===== src/hdl/rmcp_pkg.sv =====
// ----------------------------------------------------------------------------
// rmcp_pkg
// Shared types, phase codes and status decoding for the RTP-MIDI command
// section parser.
// ----------------------------------------------------------------------------
package rmcp_pkg;

    localparam logic [6:0] PT_MATCH_RESET = 7'd97;
    localparam int         QUEUE_DEPTH    = 3;

    typedef enum logic [8:0] {
        PH_HEADER  = 9'b000000001,
        PH_LONGLEN = 9'b000000010,
        PH_CMD     = 9'b000000100,
        PH_DELTA   = 9'b000001000,
        PH_DATA1   = 9'b000010000,
        PH_DATA2   = 9'b000100000,
        PH_SYSEX   = 9'b001000000,
        PH_SKIP1   = 9'b010000000,
        PH_IDLE    = 9'b100000000
    } phase_t;

    typedef enum logic [1:0] {
        CLS_OTHER = 2'd0,
        CLS_ONE   = 2'd1,
        CLS_TWO   = 2'd2,
        CLS_SYSEX = 2'd3
    } status_class_t;

    localparam logic KIND_MESSAGE = 1'b0;
    localparam logic KIND_FLUSH   = 1'b1;

    localparam logic [7:0] ST_SYSEX_START = 8'hF0;
    localparam logic [7:0] ST_SYSEX_END   = 8'hF7;
    localparam logic [7:0] ST_REALTIME    = 8'hF8;
    localparam logic [1:0] HDR_VERSION    = 2'd2;
    localparam logic [3:0] HEADER_LAST    = 4'd12;

    typedef struct packed {
        logic       kind;
        logic [7:0] status_byte;
        logic [7:0] first_data;
        logic [7:0] second_data;
        logic       last_of_run;
    } result_t;

    function automatic status_class_t status_class(input logic [7:0] st);
        status_class_t cls;
        cls = CLS_OTHER;
        if (st[7:4] >= 4'h8 && st[7:4] <= 4'hB)
            cls = CLS_TWO;
        else if (st[7:4] == 4'hC || st[7:4] == 4'hD)
            cls = CLS_ONE;
        else if (st[7:4] == 4'hE)
            cls = CLS_TWO;
        else if (st == ST_SYSEX_START)
            cls = CLS_SYSEX;
        return cls;
    endfunction

endpackage


===== src/hdl/rmcp_parser.sv =====
// ----------------------------------------------------------------------------
// rmcp_parser
// Packet parse state and the per-byte update: RTP header check, MIDI list
// header, delta skip, running status, message and flush marker results.
// ----------------------------------------------------------------------------
module rmcp_parser
(
    input  logic                 clk,
    input  logic                 rst_n,
    input  logic                 step,
    input  logic [7:0]           packet_byte,
    input  logic                 end_of_packet,
    input  logic [6:0]           pt_match,
    output logic [1:0]           res_count,
    output rmcp_pkg::result_t    res0,
    output rmcp_pkg::result_t    res1
);

    rmcp_pkg::phase_t phase_reg, phase_next;
    logic [3:0]       pos_reg, pos_next;
    logic [11:0]      left_reg, left_next;
    logic [7:0]       running_reg, running_next;
    logic [15:0]      held_reg, held_next;
    logic             rejected_reg, rejected_next;
    logic             emitted_reg, emitted_next;

    logic             msg;
    logic [7:0]       msg_status;
    logic [7:0]       msg_d1;
    logic [7:0]       msg_d2;
    logic             flush;

    always_comb
    begin
        logic [11:0]              left_dec;
        rmcp_pkg::status_class_t  cls;
        logic                     emit_any;

        phase_next    = phase_reg;
        pos_next      = pos_reg;
        left_next     = left_reg;
        running_next  = running_reg;
        held_next     = held_reg;
        rejected_next = rejected_reg;
        emitted_next  = emitted_reg;
        msg           = 1'b0;
        msg_status    = 8'd0;
        msg_d1        = 8'd0;
        msg_d2        = 8'd0;
        flush         = 1'b0;
        left_dec      = left_reg - 12'd1;
        cls           = rmcp_pkg::CLS_OTHER;
        emit_any      = 1'b0;

        case (phase_reg)
            rmcp_pkg::PH_HEADER:
            begin
                if (pos_reg == 4'd0)
                begin
                    if (packet_byte[7:6] != rmcp_pkg::HDR_VERSION)
                        rejected_next = 1'b1;
                end
                else if (pos_reg == 4'd1)
                begin
                    if (packet_byte[6:0] != pt_match)
                        rejected_next = 1'b1;
                end
                else if (pos_reg == rmcp_pkg::HEADER_LAST)
                begin
                    if (rejected_reg)
                        phase_next = rmcp_pkg::PH_IDLE;
                    else if (packet_byte[7])
                    begin
                        left_next  = {packet_byte[3:0], 8'd0};
                        phase_next = rmcp_pkg::PH_LONGLEN;
                    end
                    else if (packet_byte[3:0] == 4'd0)
                    begin
                        rejected_next = 1'b1;
                        phase_next    = rmcp_pkg::PH_IDLE;
                    end
                    else
                    begin
                        left_next  = {8'd0, packet_byte[3:0]};
                        phase_next = rmcp_pkg::PH_CMD;
                    end
                end
                if (pos_reg < rmcp_pkg::HEADER_LAST)
                    pos_next = pos_reg + 4'd1;
            end
            rmcp_pkg::PH_LONGLEN:
            begin
                left_next = {left_reg[11:8], packet_byte};
                if ({left_reg[11:8], packet_byte} == 12'd0)
                begin
                    rejected_next = 1'b1;
                    phase_next    = rmcp_pkg::PH_IDLE;
                end
                else
                    phase_next = rmcp_pkg::PH_CMD;
            end
            rmcp_pkg::PH_CMD, rmcp_pkg::PH_DELTA, rmcp_pkg::PH_DATA1,
            rmcp_pkg::PH_DATA2, rmcp_pkg::PH_SYSEX, rmcp_pkg::PH_SKIP1:
            begin
                if (left_reg == 12'd0)
                    phase_next = rmcp_pkg::PH_IDLE;
                else
                begin
                    case (phase_reg)
                        rmcp_pkg::PH_CMD:
                        begin
                            if (packet_byte >= rmcp_pkg::ST_REALTIME)
                            begin
                                msg        = 1'b1;
                                msg_status = packet_byte;
                                phase_next = rmcp_pkg::PH_DELTA;
                            end
                            else if (packet_byte[7])
                            begin
                                running_next = packet_byte;
                                held_next    = {packet_byte, 8'd0};
                                cls          = rmcp_pkg::status_class(packet_byte);
                                if (cls == rmcp_pkg::CLS_SYSEX)
                                    phase_next = rmcp_pkg::PH_SYSEX;
                                else if (cls == rmcp_pkg::CLS_OTHER)
                                    phase_next = rmcp_pkg::PH_SKIP1;
                                else
                                    phase_next = rmcp_pkg::PH_DATA1;
                            end
                            else if (running_reg == 8'd0)
                                phase_next = rmcp_pkg::PH_DELTA;
                            else
                            begin
                                cls = rmcp_pkg::status_class(running_reg);
                                case (cls)
                                    rmcp_pkg::CLS_TWO:
                                    begin
                                        held_next  = {running_reg, packet_byte};
                                        phase_next = rmcp_pkg::PH_DATA2;
                                    end
                                    rmcp_pkg::CLS_ONE:
                                    begin
                                        msg        = 1'b1;
                                        msg_status = running_reg;
                                        msg_d1     = packet_byte;
                                        phase_next = rmcp_pkg::PH_DELTA;
                                    end
                                    rmcp_pkg::CLS_SYSEX:
                                        phase_next = rmcp_pkg::PH_SYSEX;
                                    default:
                                        phase_next = rmcp_pkg::PH_DELTA;
                                endcase
                            end
                        end
                        rmcp_pkg::PH_DELTA:
                        begin
                            if (!packet_byte[7])
                                phase_next = rmcp_pkg::PH_CMD;
                        end
                        rmcp_pkg::PH_DATA1:
                        begin
                            cls = rmcp_pkg::status_class(held_reg[15:8]);
                            if (cls == rmcp_pkg::CLS_TWO)
                            begin
                                held_next  = {held_reg[15:8], packet_byte};
                                phase_next = rmcp_pkg::PH_DATA2;
                            end
                            else
                            begin
                                msg        = 1'b1;
                                msg_status = held_reg[15:8];
                                msg_d1     = packet_byte;
                                phase_next = rmcp_pkg::PH_DELTA;
                            end
                        end
                        rmcp_pkg::PH_DATA2:
                        begin
                            msg        = 1'b1;
                            msg_status = held_reg[15:8];
                            msg_d1     = held_reg[7:0];
                            msg_d2     = packet_byte;
                            phase_next = rmcp_pkg::PH_DELTA;
                        end
                        rmcp_pkg::PH_SYSEX:
                        begin
                            if (packet_byte == rmcp_pkg::ST_SYSEX_END)
                                phase_next = rmcp_pkg::PH_DELTA;
                        end
                        default:
                            phase_next = rmcp_pkg::PH_DELTA;
                    endcase
                    left_next = left_dec;
                    if (left_dec == 12'd0)
                        phase_next = rmcp_pkg::PH_IDLE;
                end
            end
            default:
            begin
            end
        endcase

        emit_any     = emitted_reg | msg;
        emitted_next = emit_any;

        if (end_of_packet)
        begin
            if (!rejected_next && phase_next != rmcp_pkg::PH_HEADER &&
                phase_next != rmcp_pkg::PH_LONGLEN && emit_any)
            begin
                flush        = 1'b1;
                emitted_next = 1'b0;
            end
            phase_next    = rmcp_pkg::PH_HEADER;
            pos_next      = 4'd0;
            left_next     = 12'd0;
            running_next  = 8'd0;
            held_next     = 16'd0;
            rejected_next = 1'b0;
        end
    end

    always_comb
    begin
        res_count = {1'b0, msg} + {1'b0, flush};

        res1.kind        = rmcp_pkg::KIND_FLUSH;
        res1.status_byte = 8'd0;
        res1.first_data  = 8'd0;
        res1.second_data = 8'd0;
        res1.last_of_run = 1'b1;

        if (msg)
        begin
            res0.kind        = rmcp_pkg::KIND_MESSAGE;
            res0.status_byte = msg_status;
            res0.first_data  = msg_d1;
            res0.second_data = msg_d2;
            res0.last_of_run = !flush;
        end
        else
            res0 = res1;
    end

    always_ff @(posedge clk or negedge rst_n)
    begin
        if (!rst_n)
        begin
            phase_reg    <= rmcp_pkg::PH_HEADER;
            pos_reg      <= 4'd0;
            left_reg     <= 12'd0;
            running_reg  <= 8'd0;
            held_reg     <= 16'd0;
            rejected_reg <= 1'b0;
            emitted_reg  <= 1'b0;
        end
        else if (step)
        begin
            phase_reg    <= phase_next;
            pos_reg      <= pos_next;
            left_reg     <= left_next;
            running_reg  <= running_next;
            held_reg     <= held_next;
            rejected_reg <= rejected_next;
            emitted_reg  <= emitted_next;
        end
    end

    a_two_only_at_end: assert property (@(posedge clk) disable iff (!rst_n)
        (step && res_count == 2'd2) |-> end_of_packet)
        else $error("two results from a byte that does not end the packet");

    a_flush_only_at_end: assert property (@(posedge clk) disable iff (!rst_n)
        (step && !end_of_packet && res_count != 2'd0) |-> (res0.kind == rmcp_pkg::KIND_MESSAGE))
        else $error("flush marker before packet end");

    a_header_after_end: assert property (@(posedge clk) disable iff (!rst_n)
        (step && end_of_packet) |=> (phase_reg == rmcp_pkg::PH_HEADER && pos_reg == 4'd0))
        else $error("parser not back in header phase after packet end");

    a_flush_clears_mark: assert property (@(posedge clk) disable iff (!rst_n)
        (step && end_of_packet && res_count != 2'd0 && res1.kind == rmcp_pkg::KIND_FLUSH
         && (res_count == 2'd2 || res0.kind == rmcp_pkg::KIND_FLUSH)) |=> !emitted_reg)
        else $error("emitted mark kept after flush marker");

endmodule


===== src/hdl/rmcp_out_queue.sv =====
// ----------------------------------------------------------------------------
// rmcp_out_queue
// Three-entry shift queue for result items: takes up to two results per
// cycle, presents the head on the output stream.
// ----------------------------------------------------------------------------
module rmcp_out_queue
(
    input  logic                 clk,
    input  logic                 rst_n,
    input  logic                 push,
    input  logic [1:0]           push_count,
    input  rmcp_pkg::result_t    push0,
    input  rmcp_pkg::result_t    push1,
    output logic [1:0]           count,
    output logic                 m_tvalid,
    input  logic                 m_tready,
    output logic [23:0]          m_tdata,   // second_data, first_data, status_byte
    output logic                 m_tuser,   // kind
    output logic                 m_tlast    // last_of_run
);

    rmcp_pkg::result_t entry_reg [rmcp_pkg::QUEUE_DEPTH];
    rmcp_pkg::result_t entry_next [rmcp_pkg::QUEUE_DEPTH];
    logic [1:0]        count_reg, count_next;
    logic              pop;
    logic [1:0]        base;
    logic [1:0]        added;

    assign pop      = m_tvalid & m_tready;
    assign m_tvalid = (count_reg != 2'd0);
    assign count    = count_reg;
    assign m_tdata  = {entry_reg[0].second_data, entry_reg[0].first_data,
                       entry_reg[0].status_byte};
    assign m_tuser  = entry_reg[0].kind;
    assign m_tlast  = entry_reg[0].last_of_run;

    always_comb
    begin
        base       = count_reg - {1'b0, pop};
        added      = push ? push_count : 2'd0;
        count_next = base + added;
        for (int i = 0; i < rmcp_pkg::QUEUE_DEPTH; i++)
        begin
            if (pop && i < rmcp_pkg::QUEUE_DEPTH - 1)
                entry_next[i] = entry_reg[i + 1];
            else
                entry_next[i] = entry_reg[i];
            if (added != 2'd0 && 2'(i) == base)
                entry_next[i] = push0;
            if (added == 2'd2 && 2'(i) == base + 2'd1)
                entry_next[i] = push1;
        end
    end

    always_ff @(posedge clk or negedge rst_n)
    begin
        if (!rst_n)
            count_reg <= 2'd0;
        else
            count_reg <= count_next;
    end

    always_ff @(posedge clk)
    begin
        for (int i = 0; i < rmcp_pkg::QUEUE_DEPTH; i++)
            entry_reg[i] <= entry_next[i];
    end

    a_no_overflow: assert property (@(posedge clk) disable iff (!rst_n)
        push |-> ({1'b0, count_reg} + {1'b0, push_count}) <= 3'(rmcp_pkg::QUEUE_DEPTH))
        else $error("result queue overflow");

    a_pop_drains: assert property (@(posedge clk) disable iff (!rst_n)
        (pop && (!push || push_count == 2'd0)) |=> (count_reg == $past(count_reg) - 2'd1))
        else $error("queue count did not drop on pop");

    a_head_held: assert property (@(posedge clk) disable iff (!rst_n)
        (m_tvalid && !m_tready) |=> ($stable(entry_reg[0]) && m_tvalid))
        else $error("stalled head item changed");

endmodule


===== src/hdl/rtp_midi_command_parser.sv =====
// ----------------------------------------------------------------------------
// rtp_midi_command_parser
// Parses the MIDI command section of RTP-MIDI packets fed one byte per item
// and emits MIDI messages and per-packet flush markers.
// ----------------------------------------------------------------------------
// Path: an accepted byte is held in the input register, then the parser's
// results for it are written into the result queue, whose head is the output.
// Throughput: 1 input item per cycle; the parser state update is a single
// pass between the input register and the 3-entry result queue, and input
// holds only while the queue lacks room for the waiting byte's results.
// A byte that yields a message and a flush marker puts two items on the output.
// Reset: parse state clears, the payload type match returns to 97.
// ----------------------------------------------------------------------------
module rtp_midi_command_parser
(
    input  logic        clk,
    input  logic        rst_n,
    input  logic        s_tvalid,
    output logic        s_tready,
    input  logic [7:0]  s_tdata,    // packet_byte
    input  logic        s_tlast,    // end_of_packet
    output logic        m_tvalid,
    input  logic        m_tready,
    output logic [23:0] m_tdata,    // second_data, first_data, status_byte
    output logic        m_tuser,    // kind
    output logic        m_tlast,    // last_of_run
    input  logic        cfg_valid,
    output logic        cfg_ready,
    input  logic [6:0]  cfg_data    // RTP payload type to match
);

    logic [6:0]        pt_match_reg;
    logic              in_valid_reg, in_valid_next;
    logic [7:0]        in_byte_reg;
    logic              in_last_reg;
    logic              accept;
    logic              advance;
    logic [1:0]        res_count;
    logic [1:0]        q_count;
    rmcp_pkg::result_t res0;
    rmcp_pkg::result_t res1;

    assign cfg_ready = 1'b1;
    assign advance   = in_valid_reg &&
                       (({1'b0, q_count} + {1'b0, res_count}) <= 3'(rmcp_pkg::QUEUE_DEPTH));
    assign s_tready  = !in_valid_reg || advance;
    assign accept    = s_tvalid && s_tready;

    always_comb
    begin
        in_valid_next = in_valid_reg;
        if (accept)
            in_valid_next = 1'b1;
        else if (advance)
            in_valid_next = 1'b0;
    end

    always_ff @(posedge clk or negedge rst_n)
    begin
        if (!rst_n)
        begin
            pt_match_reg <= rmcp_pkg::PT_MATCH_RESET;
            in_valid_reg <= 1'b0;
        end
        else
        begin
            if (cfg_valid && cfg_ready)
                pt_match_reg <= cfg_data;
            in_valid_reg <= in_valid_next;
        end
    end

    always_ff @(posedge clk)
    begin
        if (accept)
        begin
            in_byte_reg <= s_tdata;
            in_last_reg <= s_tlast;
        end
    end

    rmcp_parser u_parser
    (
        .clk           (clk),
        .rst_n         (rst_n),
        .step          (advance),
        .packet_byte   (in_byte_reg),
        .end_of_packet (in_last_reg),
        .pt_match      (pt_match_reg),
        .res_count     (res_count),
        .res0          (res0),
        .res1          (res1)
    );

    rmcp_out_queue u_out_queue
    (
        .clk        (clk),
        .rst_n      (rst_n),
        .push       (advance),
        .push_count (res_count),
        .push0      (res0),
        .push1      (res1),
        .count      (q_count),
        .m_tvalid   (m_tvalid),
        .m_tready   (m_tready),
        .m_tdata    (m_tdata),
        .m_tuser    (m_tuser),
        .m_tlast    (m_tlast)
    );

    a_in_held: assert property (@(posedge clk) disable iff (!rst_n)
        (in_valid_reg && !advance) |=> (in_valid_reg && $stable(in_byte_reg)
                                        && $stable(in_last_reg)))
        else $error("waiting input item lost or changed");

    a_ready_when_empty: assert property (@(posedge clk) disable iff (!rst_n)
        (q_count == 2'd0) |-> s_tready)
        else $error("input stalled with empty result queue");

    a_cfg_taken: assert property (@(posedge clk) disable iff (!rst_n)
        (cfg_valid && cfg_ready) |=> (pt_match_reg == $past(cfg_data)))
        else $error("payload type write not taken");

endmodule

===== config.mk =====
export PLATFORM = sky130hd
export DESIGN_NAME = rtp_midi_command_parser
export DESIGN_NICKNAME = d
export VERILOG_FILES = /design/src/hdl/rmcp_pkg.sv /design/src/hdl/rmcp_parser.sv /design/src/hdl/rmcp_out_queue.sv /design/src/hdl/rtp_midi_command_parser.sv
export SDC_FILE = /design/constraint.sdc
export NUM_CORES = 1
export LEC_CHECK = 0
export BUFFER_PORTS_ARGS = -buffer_cell sky130_fd_sc_hd__buf_2
export CORE_UTILIZATION = 40
export CTS_CLUSTER_SIZE = 30
export DETAILED_ROUTE_END_ITERATION = 12
export PLACE_DENSITY = 0.68
export SLEW_MARGIN = 20
export SYNTH_ARGS = -nofsm -noshare
export SYNTH_HDL_FRONTEND = slang
export SYNTH_SLANG_ARGS = --single-unit

===== constraint.sdc =====
create_clock -name clk -period 4.3 [get_ports clk]
set_input_delay 0.43 -clock clk [delete_from_list [all_inputs] [get_ports clk]]
set_output_delay 0.43 -clock clk [all_outputs]
set_load 0.05 [all_outputs]

**Word level (Yosys, flattened, before mapping)**

Memory sizes are Yosys's and may differ from the RTL's.
Index checks and enable logic that the tools add are counted.

- Add/subtract/negate cells: 7
- $lt $le $gt $ge: 9
- Eq/ne operators: 52
- Muxes and demuxes: 128
- Bitwise logic cells: 2
- Reductions and logical operators: 49

Operators with widths:

| kind | count |
|---|---|
| $mux 26 | 9 |
| $mux 8 | 24 |
| $mux 9 | 16 |
| $mux 16 | 7 |
| $mux 12 | 8 |
| $mux 2 | 27 |
| $pmux 8 s3 | 2 |
| $eq 4x4->1 const B | 10 |
| $logic_not 12->1 | 3 |
| $pmux 12 s3 | 1 |
| $pmux 9 s4 | 1 |
| $eq 8x8->1 const B | 4 |
| $pmux 16 s2 | 1 |
| $pmux 9 s3 | 1 |
| $reduce_and 8->1 | 3 |
| $mux 1 | 23 |
| $ne 3x3->1 const B | 6 |
| $reduce_bool 2->1 | 8 |
| $logic_and 1x1->1 | 14 |
| $pmux 7 s2 | 1 |
| $ge 4x4->1 const B | 3 |
| $le 4x4->1 const B | 3 |
| $mux 4 | 3 |
| $ne 4x4->1 const B | 3 |
| 45 further kinds | 66 |

- Flip-flop bits (word level): 70
- RAM bits: 78
- Input bits: 21
- Output and inout bits: 29
- Logic and storage cells: 262
- Memories kept: 1

Memories:

| name | depth | bits a word | read ports | clocked after Yosys merged registers in | wr ports | RTL line | RTL |
|---|---|---|---|---|---|---|---|
| u_out_queue.entry_reg | 3 | 26 | 3 | 0 | 3 | rmcp_out_queue.sv:22 | `rmcp_pkg::result_t entry_reg [rmcp_pkg::QUEUE_DEPTH];` |

**Longest topological paths before layout**

Gate-level depths: netlist of run 1.

- Depth in word-level cells: 35
- Gate-level depth with buffers: 20
- Mapped depth without buffers: 18

**By module**

A second synthesis of run 1 with hierarchy kept.

- Cell total of the unflattened synthesis: 934
- Area total of the unflattened synthesis: 9024.9 um^2

Modules (own cells, without submodules):

| module | instances | cells each | area an instance (um^2) | seq. area each (um^2) |
|---|---|---|---|---|
| rmcp_parser | 1 | 541 | 4200.3 | 1277.5 |
| rmcp_out_queue | 1 | 360 | 4165.2 | 2392.3 |
| rtp_midi_command_parser | 1 | 33 | 659.4 | 474.2 |

**Worst setup path before layout of run 1**

No wires, ideal clock.

- Path type: reg-to-reg
- From: register u_parser.left_reg[3]
- To: memory u_out_queue.entry_reg[0][15] in the netlist's numbering
- Setup time: 0.133 ns
- Arrival: 4.256 ns
- Required time: 4.167 ns
- Path slack: -0.088 ns
- Cell stages (with the launch flop): 18
- Path buffers: 2
- Period minus slack after synthesis: 4.388 ns
- Path through: dfrtp_1 buf_6 or4_4 or3_1 o22ai_1 inv_1 o21ai_0 nor3_1 ha_1 ha_1 inv_1 fa_1 and2_0 nand2_1 nor4_1 clkbuf_1 a31o_2 a21oi_1

RTL lines:

| what | RTL line | RTL |
|---|---|---|
| start: declaration | rmcp_parser.sv:21 | `logic [11:0] left_reg, left_next;` |
| start signal: assignment | rmcp_parser.sv:260 | `left_reg <= left_next;` |
| end: declaration | rmcp_out_queue.sv:22 |  |

**Worst setup path after layout of run 1**

- From: register u_parser.left_reg[8]
- To: output port s_tready

- Word-level cells in the longest chain between the ends: 16
- Elaborated cells between the ends (all ways): 26
- Those cells by class: 3 x add/sub; 1 x order compare; 2 x eq/ne; 10 x mux; 1 x bitwise; 9 x reduce/logical

Ends and longest elaborated chain:

| what | RTL line | RTL |
|---|---|---|
| $sub 12x1->12 | rmcp_parser.sv:51 | `left_dec = left_reg - 12'd1;` |
| $logic_not 12->1 | rmcp_parser.sv:193 | `if (left_dec == 12'd0)` |
| $mux 9 | rmcp_parser.sv:193 |  |
| $mux 9 | rmcp_parser.sv:105 | `if (left_reg == 12'd0)` |
| $pmux 9 s3 | rmcp_parser.sv:55 | `case (phase_reg)` |
| $ne 9x1->1 | rmcp_parser.sv:207 | `if (!rejected_next && phase_next != rmcp_pkg::PH_HEADER &&` |
| $logic_and 1x1->1 (2 in series) | rmcp_parser.sv:207 |  |
| $logic_and 1x1->1 | rmcp_parser.sv:208 | `phase_next != rmcp_pkg::PH_LONGLEN && emit_any)` |
| $mux 1 | rmcp_parser.sv:207 |  |
| $mux 1 | rmcp_parser.sv:205 | `if (end_of_packet)` |
| $add 1x1->2 * | rmcp_parser.sv:224 | `res_count = {1'b0, msg} + {1'b0, flush};` |
| $add 2x2->3 * | rtp_midi_command_parser.sv:45 | `(({1'b0, q_count} + {1'b0, res_count}) <= 3'(rmcp_pkg::QUEUE_DEPTH));` |
| $le 3x2->1 * | rtp_midi_command_parser.sv:45 |  |
| $logic_and 1x1->1 * | rtp_midi_command_parser.sv:44 | `assign advance = in_valid_reg &&` |
| $logic_or 1x1->1 * | rtp_midi_command_parser.sv:46 | `assign s_tready = !in_valid_reg \|\| advance;` |
| end: declaration | rtp_midi_command_parser.sv:19 | `output logic s_tready,` |

Every way passes the cells marked *; elsewhere a longest branch is shown, timed or not.

==> results of run 1 <==
==> metrics by stage <==
step                      hold slack (ps)  instances  power, mW
after floorplan                       134        941       2.43
after global placement                443       1237       2.77
after detailed placement              449       1237       2.77
after CTS                            10.5       1269       4.30
after global routing                 40.6       1273       4.52
final                               -5.03       1273       4.32
==> cells in the final DEF (no fill, tap or decap), types with 7 or more instances in the layout <==
cell / netlist / layout
xnor2_1: 8 / 8
inv_1: 34 / 34
nor2b_1: 10 / 9
xor2_1: 9 / 9
dfxtp_1: 78 / 78
or3_1: 20 / 19
edfxtp_1: 9 / 9
mux2_4: 8 / 8
clkbuf_16: 0 / 21
a21oi_1: 77 / 77
dfrtp_1: 57 / 57
ha_1: 12 / 12
a31o_2: 8 / 8
a22oi_1: 16 / 16
nand3_1: 27 / 26
o22ai_1: 9 / 8
and3_1: 18 / 18
nor2_1: 53 / 51
mux2_2: 15 / 15
o21ai_0: 41 / 40
mux2i_1: 30 / 30
nand2_1: 141 / 140
buf_4: 25 / 66
o31ai_1: 7 / 7
nor3_1: 11 / 8
buf_2: 6 / 47
a211oi_1: 32 / 32
==> power by group <==
group          leakage, nW  switching [mW]  internal [mW]
registers             1.51          0.0955           1.50
clock network        0.309           0.623          0.901
logic                 2.28           0.759          0.444
total                 4.10            1.48           2.85
==> how the worst max path moves through the flow <==
stage	from	to	slack, ps	cells after the start
global route	u_parser.left_reg[8]	s_tready	10	13
CTS	u_parser.left_reg[8]	s_tready	40	14
global placement	u_parser.left_reg[8]	u_out_queue.entry_reg[0][60]	130	17
floorplan	u_parser.left_reg[3]	u_out_queue.entry_reg[0][65]	2	16
detailed placement	u_parser.left_reg[8]	u_out_queue.entry_reg[0][55]	-5	17
finish	u_parser.left_reg[8]	s_tready	130	14
==> area by class of cell <==
type	instances	area, µm²	share of cell area
Multi-Input combinational cell	668	4370	0.451
Clock inverter	9	73.8	0.00762
Tap cell	270	338	0.0349
Inverter	35	131	0.0136
Sequential cell	148	3360	0.347
Timing Repair Buffer	120	867	0.0896
Clock buffer	23	542	0.0560
==> critical path, cell delays in order (launching register included) <==
cell,delay (ps)
dfrtp_1,430
buf_4,170
or4_1,520
or4_4,440
nor2_1,120
a311oi_1,70
o41ai_2,110
nor3_2,90
ha_1,310
ha_1,140
inv_1,50
fa_1,380
buf_4,160
nand2b_4,150
buf_6,160
==> repair_timing <==
| item | 4_1_cts | 5_1_grt |
|---|---|---|
| cloned | 0 | 1 |
| hold buffers | 0 | 0 |
| buffers inserted | 0 | 3 |
| pin swaps | 0 | 1 |
| resized for setup | 5 | 10 |
| setup endpoints to repair | 11 | 95 |
==> kinds of logic after synthesis <==
logic type | share of synthesized area
AO/OA/AOI/OAI | 0.212
XOR/XNOR | 0.0181
adder cells (fa/ha/maj) | 0.0207
buffers and inverters | 0.0721
flip-flops | 0.409
multiplexers | 0.0717
other | 0.000456
AND/OR/NAND/NOR | 0.195
==> metal layers <==
layer	wire length (µm)	vias up
li1	-	3472
met5	0	-
met2	10500	240
met3	1130	56
met4	676	0
met1	9870	3494
==> impl_results.md, run 1 <==
* Run status: finished with violations
* Violated checks: design-rule violations, negative hold slack
* Die Width at 145 µm
* Asr flop ratio synth at 0.412
* Clk sinks at 148
* Synth Register Bits at 148
* Yosys top cell area share at 0.190
* Grt met1 use at 0.278
* Pre-CTS worst setup slack at -4.54 ps
* Max-slew violations at 0
* Worst VDD drop at 0.000293 V
* Final antenna diode count at 0
* CORE AREA at 20,200 µm²
* First-pass GRT wire length at 35.8 mm
* Commonest cells in the netlist: nand2_1 (141), dfxtp_1 (78), a21oi_1 (77)
* Vias in the first global route at 6,839
* Reg-to-Reg Start: u_parser.left_reg[8]
* Setup TNS at 0 ps
* Clock Path Buffers at 2
* Top_reg_cell synth: dfxtp_1
* Setup-failing EPs final at 0
* WL final at 22.1 mm
* Clk_lat worst skew at 430 ps
* Grt total ovfl at 0
* Port Buffers at 48
* Syn Std Cell Area at 8220 µm²
* DIE AREA at 21,100 µm²
* Wirelength per Cell at 17.4 µm
* Mapped Cells at 941
* Largest register FFs at 78
* Fin util at 0.480
* Number of flops mapped to enable cells by yosys at 9
* WHS at -5.03 ps
* GRT Max-Usage Layer: met2
* Syn Nets at 975
* Ys Warns at 0
* R2R Setup Slk at 200 ps
* Unique masters post-synth at 84
* Final worst-path cycle share at 0.970
* CP Capture Type: primary output
* Clock buffer count from CTS at 17
* Slew @ Worst Pin at 841 ps
* Max FO, Critical Path at 5
* Tmin final at 4170 ps
* Final WS setup at 130 ps
* Rows at 52
* Total GRT Usage at 0.213
* Antenna-violating nets left at 0
* Placed Area at 8950 µm²
* H-tree lvl count at 4
* R2r endpoint: u_parser.held_reg[3]
* Area contributors post-synth: dfxtp_1 (19%), dfrtp_1 (17%), nand2_1 (6.4%)
* Grt met3 use at 0.0361
* Area leader, netlist: dfxtp_1
* Area growth from synthesis to layout at 17.8%
* Avg Cell Area, Syn at 8.74 µm²
* Min-delay worst type: in2async
* Critical path type: reg2out
* DRT iter0 DRCs at 595
* Antenna violations before repair at 0
* Global Route met2 Usage at 0.342
* Crit path launch type: register
* Register-to-Register Path Depth at 17
* Final Wtd Congestion at 0.911
* Largest net degree at the start of global routing at 48
* CTS root buffer: clkbuf_16
* Final net count at 1,024
* Required @ worst endpoint at 3870 ps
* Post-DP HPWL at 15.5 mm
* Residual DRC at 1
* Final Hold Vio Count at 13
* Via count at 7,262
* Fmax at 240 MHz
* # IOs at 50
* Seq/Total Area, Yosys at 0.409
* Die Ht at 145 µm
* Final instance area at 9680 µm²
* Rel. slew slack at 0.435
* Vias/cell at 5.70
* CTS tree: yes
* Clock-pin slew on the worst setup and hold paths at 60 ps
* Top-count cell post-synth: nand2_1
* Setup Skew at 8.25 ps
* Data arrival, critical path at 3740 ps
* PwrDens at 447 nW/µm²
* Max-capacitance violation count at 0
* Static Leak at 4.10 nW
* Filler instances at 1,917
* Starting Density at 0.408
* DRT Pass-1 Iters at 11
* Ratio of cells with drive above 1 in the final layout at 0.222
* RSZ-0062 raised after global routing: false
Note: power is estimated with default switching activity, not from simulation.
==> inputs of run 2 (changes only) <==
==> constraint.sdc (replaced) <==
create_clock -name clk -period 4.3 [get_ports clk]
set_input_delay 0.645 -clock clk [delete_from_list [all_inputs] [get_ports clk]]
set_output_delay 0.645 -clock clk [all_outputs]
set_load 0.05 [all_outputs]
==> run 2 against run 1 <==
Compared with the run above: the flow finishes with violations (design-rule violations); die area is the same; register-to-register slack worse by 40 ps; critical path depth down 2; power shrank 2.6%; sequential cell count unchanged; sequential power about the same; hold slack improved by 380 ps; sequential share of layout area increased by 0.50 points; clock skew grew 4.7 ps; largest cell class unchanged; wire length shrank 0.71%; clock power is 7% lower; cell count shrank 0.55%.
==> impl_results.md, run 2 (synthesis results as in run 1) <==
* CTS root buffer: clkbuf_16
* Placed insts at 1,231
* DRT Pass-1 Iters at 9
* Tmin final at 4220 ps
* Max-slew violations at 0
* CORE AREA at 20,200 µm²
* Crit path max-delay cell type: or4_4
* Static Leak at 4.03 nW
* Fmax at 237 MHz
* CP Capture Type: primary output
* Final Non-Filler Cells at 1,266
* Most common cell after layout, fill and taps aside: nand2_1
* DIE AREA at 21,100 µm²
* Starting Density at 0.408
* Final Hold Vio Count at 0
* Vias in the first global route at 6,765
* Final antenna diode count at 0
* Multi-input gate area at 4340 µm²
* Setup Skew at 12.9 ps
* CP peak stage delay at 580 ps
* Clk sinks at 148
* Ratio of cells with drive above 1 in the final layout at 0.213
* H-tree lvl count at 4
* P_sw at 1.48 mW
* Total GRT Usage at 0.211
* Clock-pin slew on the worst setup and hold paths at 60 ps
* Antenna violations before repair at 1
* Rows at 52
* Run status: finished with violations
* Port Buffers at 48
* First-pass GRT wire length at 35.5 mm
* # IOs at 50
* Filler instances at 1,970
* Final net count at 1,017
* Data arrival, critical path at 3580 ps
* PwrDens at 441 nW/µm²
* Final Wtd Congestion at 0.920
* WL final at 22.0 mm
* WHS at 371 ps
* Critical path type: reg2out
* Most frequent cells in the layout: nand2_1 (140), dfxtp_1 (78), a21oi_1 (77)
* Reg area at 3360 µm²
* Setup-failing EPs final at 0
* Grt total ovfl at 0
* Vias/cell at 5.70
* Rel. slew slack at 0.362
* CTS tree: yes
* Buf/Inv on CP at 3
* Internal at 2.73 mW
* Largest register FFs at 78
* Min-delay worst type: in2async
* Crit path launch type: register
* Crit-path cells: or4_4 > or3_4 > o22ai_2 > inv_1 > o21ai_0 > nor3_2 > ha_1 > ha_1 > inv_1 > fa_2 > nand2b_4 > buf_6
* Slew @ Worst Pin at 957 ps
* Area growth from synthesis to layout at 16.1%
* Final worst-path cycle share at 0.981
* Violated checks: design-rule violations
* Required @ worst endpoint at 3650 ps
* Clock share of power at 0.334
* Setup TNS at 0 ps
* Clk_lat worst skew at 440 ps
* Gate power share at 0.288
* Post-DP HPWL at 15.0 mm
* Die Width at 145 µm
* Antenna-violating nets left at 0
* Largest net degree at the start of global routing at 48
* Max-capacitance violation count at 0
* Clock Path Buffers at 2
* Fin util at 0.473
* Worst path top cell family by delay: simple AND/OR/NAND/NOR gates
* Via count at 7,213
* Worst VDD drop at 0.000425 V
* Sw Ratio at 0.351
* DRT iter0 DRCs at 538
* Residual DRC at 1
* Wirelength per Cell at 17.4 µm
* Max FO, Critical Path at 4
* Clock buffer count from CTS at 17
* Die Ht at 145 µm
* Sequential power share at 0.378
-- run 2: changes by cell type in the layout (fill, tap and decap cells not counted), sizes merged --
cell | before | now
buf | 119 | 113
clkbuf | 24 | 20
clkinv | 4 | 6
inv | 40 | 41
-- run 2: timing repair --
item | CTS | global route
gates resized for setup | 7 | 3
pin swaps | 1 | 2
hold buffers | 0 | 0
buffers inserted | 1 | 2
endpoints found under the setup margin | 1 | 7
-- run 2: path summary, 6_finish.rpt --
path	cells after the start	slack, ps	from	end
setup / recovery	12	80	u_parser.left_reg[8]	s_tready
hold / removal	1	370	rst_n	u_parser.phase_reg[1]
setup reg to reg	16	160	u_parser.left_reg[8]	u_out_queue.entry_reg[0][21]
hold reg to reg	2	450	u_out_queue.entry_reg[0][57]	u_out_queue.entry_reg[0][57]
max in group asynchronous	2	3070	rst_n	u_parser.held_reg[12]
min in group clk	1	390	s_tdata[3]	in_byte_reg[3]
-- run 2: worst reg2reg max path: stages (launching register included) --
cell	delay, ps
dfrtp_1	380
or4_4	580
or3_4	380
o22ai_2	190
inv_1	90
o21ai_0	210
nor3_2	90
ha_1	330
ha_1	190
inv_1	70
fa_2	220
nand2_1	110
nor2_1	260
nand3_1	200
buf_12	240
or3_1	370
a21oi_1	150
-- run 2: layout make-up --
cell class | instances | share of cell area
multi-input combinational | 668 | 0.455
tap | 270 | 0.0354
inverter | 35 | 0.0138
timing repair buffer | 113 | 0.0861
sequential | 148 | 0.352
clock inverter | 12 | 0.00957
clock buffer | 20 | 0.0480
-- run 2: routing by layer --
layer,track usage,vias up,routed length [µm]
met5,0,-,0
met4,0.0911,0,631
met3,0.0414,53,1300
met2,0.339,261,10300
met1,0.277,3449,9730
li1,-,3450,-
-- run 2: through the flow --
step / total power [mW] / setup WS [ps] / cell area, µm²
after floorplan: 2.43 / 1.93 / 8230
after global placement: 2.77 / 245 / 8930
after detailed placement: 2.78 / 156 / 8930
after CTS: 4.20 / 28.1 / 9520
after global routing: 4.40 / -9.25 / 9540
final: 4.21 / 79.6 / 9540
-- run 2: power groups by stage --
stage	logic, mW	clock network [mW]	registers (mW)
floorplan	0.797	0	1.63
global placement	1.15	0	1.61
detailed placement	1.16	0	1.62
CTS	1.18	1.43	1.59
global route	1.31	1.48	1.61
finish	1.21	1.41	1.59
==> inputs of run 3 (changes only) <==
--- a/config.mk
+++ b/config.mk
@@ -5,6 +5,7 @@
 export SDC_FILE = /design/constraint.sdc
 export NUM_CORES = 1
 export LEC_CHECK = 0
+export ABC_AREA = 1
 export BUFFER_PORTS_ARGS = -buffer_cell sky130_fd_sc_hd__buf_2
 export CORE_UTILIZATION = 40
 export CTS_CLUSTER_SIZE = 30
==> run 3 against run 2 <==
Compared with the run above: the flow now finishes without violations; combinational power increased by 27%; global-route usage decreased by 0.20 points; die area increased by 1.7%; cell count increased by 15%; utilization decreased by 0.55 points; via count increased by 3.8%; critical path type unchanged; critical endpoint unchanged; largest cell class unchanged.
==> impl_results.md, run 3 <==
* Die Ht at 147 µm
* Metal1 wirelength at 10.1 mm
* P_sw at 1.86 mW
* Final net count at 1,206
* Final worst-path cycle share at 0.949
* Fmax at 245 MHz
* Max-capacitance violation count at 0
* CTS tree: yes
* DRT iter0 DRCs at 498
* Residual DRC at 0
* Final Non-Filler Cells at 1,455
* Highest metal used: met4
* CORE AREA at 20,400 µm²
* WHS at 320 ps
* Wirelength per Cell at 15.0 µm
* Max-slew violations at 0
* Max FO, Critical Path at 4
* Commonest cells in the netlist: nand2_1 (275), nor2_1 (105), inv_1 (102)
* # IOs at 50
* Clk sinks at 148
* WL final at 21.8 mm
* Yosys top cell area share at 0.187
* Clock-pin slew on the worst setup and hold paths at 60 ps
* Setup-failing EPs final at 0
* Compound-Gate Fraction of Synth Area at 0.156
* Placed insts at 1,411
* Syn Std Cell Area at 8370 µm²
* Post-DP HPWL at 15.9 mm
* Tmin final at 4080 ps
* Syn Nets at 1,164
* Antenna-violating nets left at 0
* Area contributors post-synth: dfxtp_1 (19%), dfrtp_1 (17%), nand2_1 (12%)
* Clock buffer count from CTS at 17
* Internal at 2.86 mW
* Post-Synth Adder-Cell Area at 0.0203
* Clk_lat worst skew at 430 ps
* CTS hold repair buffers at 0
* Clock Path Buffers at 2
* Data arrival, critical path at 3430 ps
* Die Width at 147 µm
* Largest register FFs at 78
* Number of flops mapped to enable cells by yosys at 9
* Placed Area at 8790 µm²
* Final Hold Vio Count at 0
* Asr flop ratio synth at 0.412
* Final Wtd Congestion at 0.917
* Via count at 7,486
* Largest net degree at the start of global routing at 41
* Sequential power share at 0.368
* Unique masters post-synth at 54
* Vias/cell at 5.15
* Worst VDD drop at 0.000367 V
* Vias in the first global route at 6,935
* Antenna violations before repair at 0
* Critical path type: reg2out
* Simple-gate share of the synthesized area at 0.292
* Rows at 52
* Run status: finished clean
* DIE AREA at 21,500 µm²
* WL met3 at 1.17 mm
* Most common cell after layout, fill and taps aside: nand2_1
* Required @ worst endpoint at 3650 ps
* First-pass GRT wire length at 35.6 mm
* Final antenna diode count at 0
* Synth Register Bits at 148
* Sw Ratio at 0.394
* Top_reg_cell synth: dfxtp_1
* DR WL met2 at 9.99 mm
* Most frequent cells in the layout: nand2_1 (275), nor2_1 (100), inv_1 (99)
* Synth Area in XOR/XNOR at 0.0199
* Min-delay worst type: in2async
* Ys Warns at 0
* Port Buffers at 48
* H-tree lvl count at 4
* Area leader, netlist: dfxtp_1
* Slew @ Worst Pin at 864 ps
* Area growth from synthesis to layout at 13.9%
* Ratio of cells with drive above 1 in the final layout at 0.192
* Mapped Cells at 1,130
* Seq/Total Area, Yosys at 0.402
* Static Leak at 4.26 nW
* Largest family of logic cells by synthesized area: simple AND/OR/NAND/NOR gates
* PwrDens at 495 nW/µm²
* Setup Skew at 7.65 ps
* Crit path launch type: register
* CTS root buffer: clkbuf_16
* Rel. slew slack at 0.424
* Grt total ovfl at 0
* CP Capture Type: primary output
* Avg Cell Area, Syn at 7.40 µm²
* Final instance area at 9530 µm²
* Gate power share at 0.327
* Post-synthesis mux area share at 0.00808
* DRT Pass-1 Iters at 6
* Clock share of power at 0.305
* Starting Density at 0.411
* Top-count cell post-synth: nand2_1
* Total GRT Usage at 0.209
## run 3: cell count changes in the layout (fill, tap and decap cells not counted), moves of 32 or more
cell	delta
inv_1	+65
nand3_1	+50
o21ai_0	+43
a211oi_1	-32
a21oi_1	-32
nor2_1	+48
nand2_1	+135
## run 3: worst paths after layout
path / endpoint / slack [ps] / startpoint / cells past startpoint
worst max-delay path: s_tready / 220 / in_byte_reg[3] / 15
min in group clk: in_byte_reg[2] / 390 / s_tdata[2] / 1
worst min-delay path: pt_match_reg[4] / 320 / rst_n / 1
worst max register to register: u_out_queue.entry_reg[0][50] / 310 / in_byte_reg[3] / 21
max in group asynchronous: u_parser.phase_reg[0] / 3090 / rst_n / 2
worst min register to register: u_out_queue.entry_reg[0][10] / 460 / u_out_queue.entry_reg[0][10] / 2
## run 3: cell families after synthesis
| logic type | count (synthesis) |
|---|---|
| AO/OA/AOI/OAI | 223 |
| adder cells (fa/ha/maj) | 13 |
| other | 1 |
| buffers and inverters | 183 |
| AND/OR/NAND/NOR | 537 |
| flip-flops | 148 |
| XOR/XNOR | 19 |
| multiplexers | 6 |
## run 3: layer usage
metal	vias to the layer above	GRT usage
li1	3771	-
met1	3442	0.282
met2	242	0.331
met3	31	0.0384
met4	0	0.0813
met5	-	0
## run 3: critical path, cell delays in order (launching register included)
cell      delay (ps)
edfxtp_1         510
nor2_1           210
nand4_1          220
nor2_1           140
nand4_1          150
nor2_1           170
nor2_1            80
nand4_1          200
nor3b_2           90
ha_1             330
ha_1             150
inv_1             40
fa_1             390
inv_1             90
nand2_1           80
buf_6            160
## run 3: layout make-up
class                           count  area (µm²)
Fill cell                        2008       10800
Timing Repair inverter              1        7.51
Tap cell                          270         338
Clock inverter                     13         114
Timing Repair Buffer               88         576
Multi-Input combinational cell    799        4220
Clock buffer                       19         453
Sequential cell                   148        3360
Inverter                          117         453
## run 3: what timing repair did
item                       in CTS  in global routing
resized for setup               0                 21
hold endpoints to repair        0                  0
buffers inserted                0                 11
setup endpoints to repair       0                 77
## run 3: power groups by stage
stage               combinational [mW]  clock, mW  sequential [mW]
floorplan                         1.12          0             1.73
global placement                  1.47          0             1.76
detailed placement                1.49          0             1.76
CTS                               1.49       1.46             1.74
global route                      1.72       1.53             1.76
finish                            1.54       1.44             1.74
## run 3: per-stage QoR
step	setup WS, ps	setup TNS (ps)	power [mW]	util
2_1_floorplan	330	0	2.86	-
3_3_place_gp	106	0	3.23	0.432
3_5_place_dp	40.8	0	3.25	0.432
4_1_cts	12.5	0	4.69	0.459
5_1_grt	-21.7	-21.7	5.01	0.468
6_report	220	0	4.72	0.468
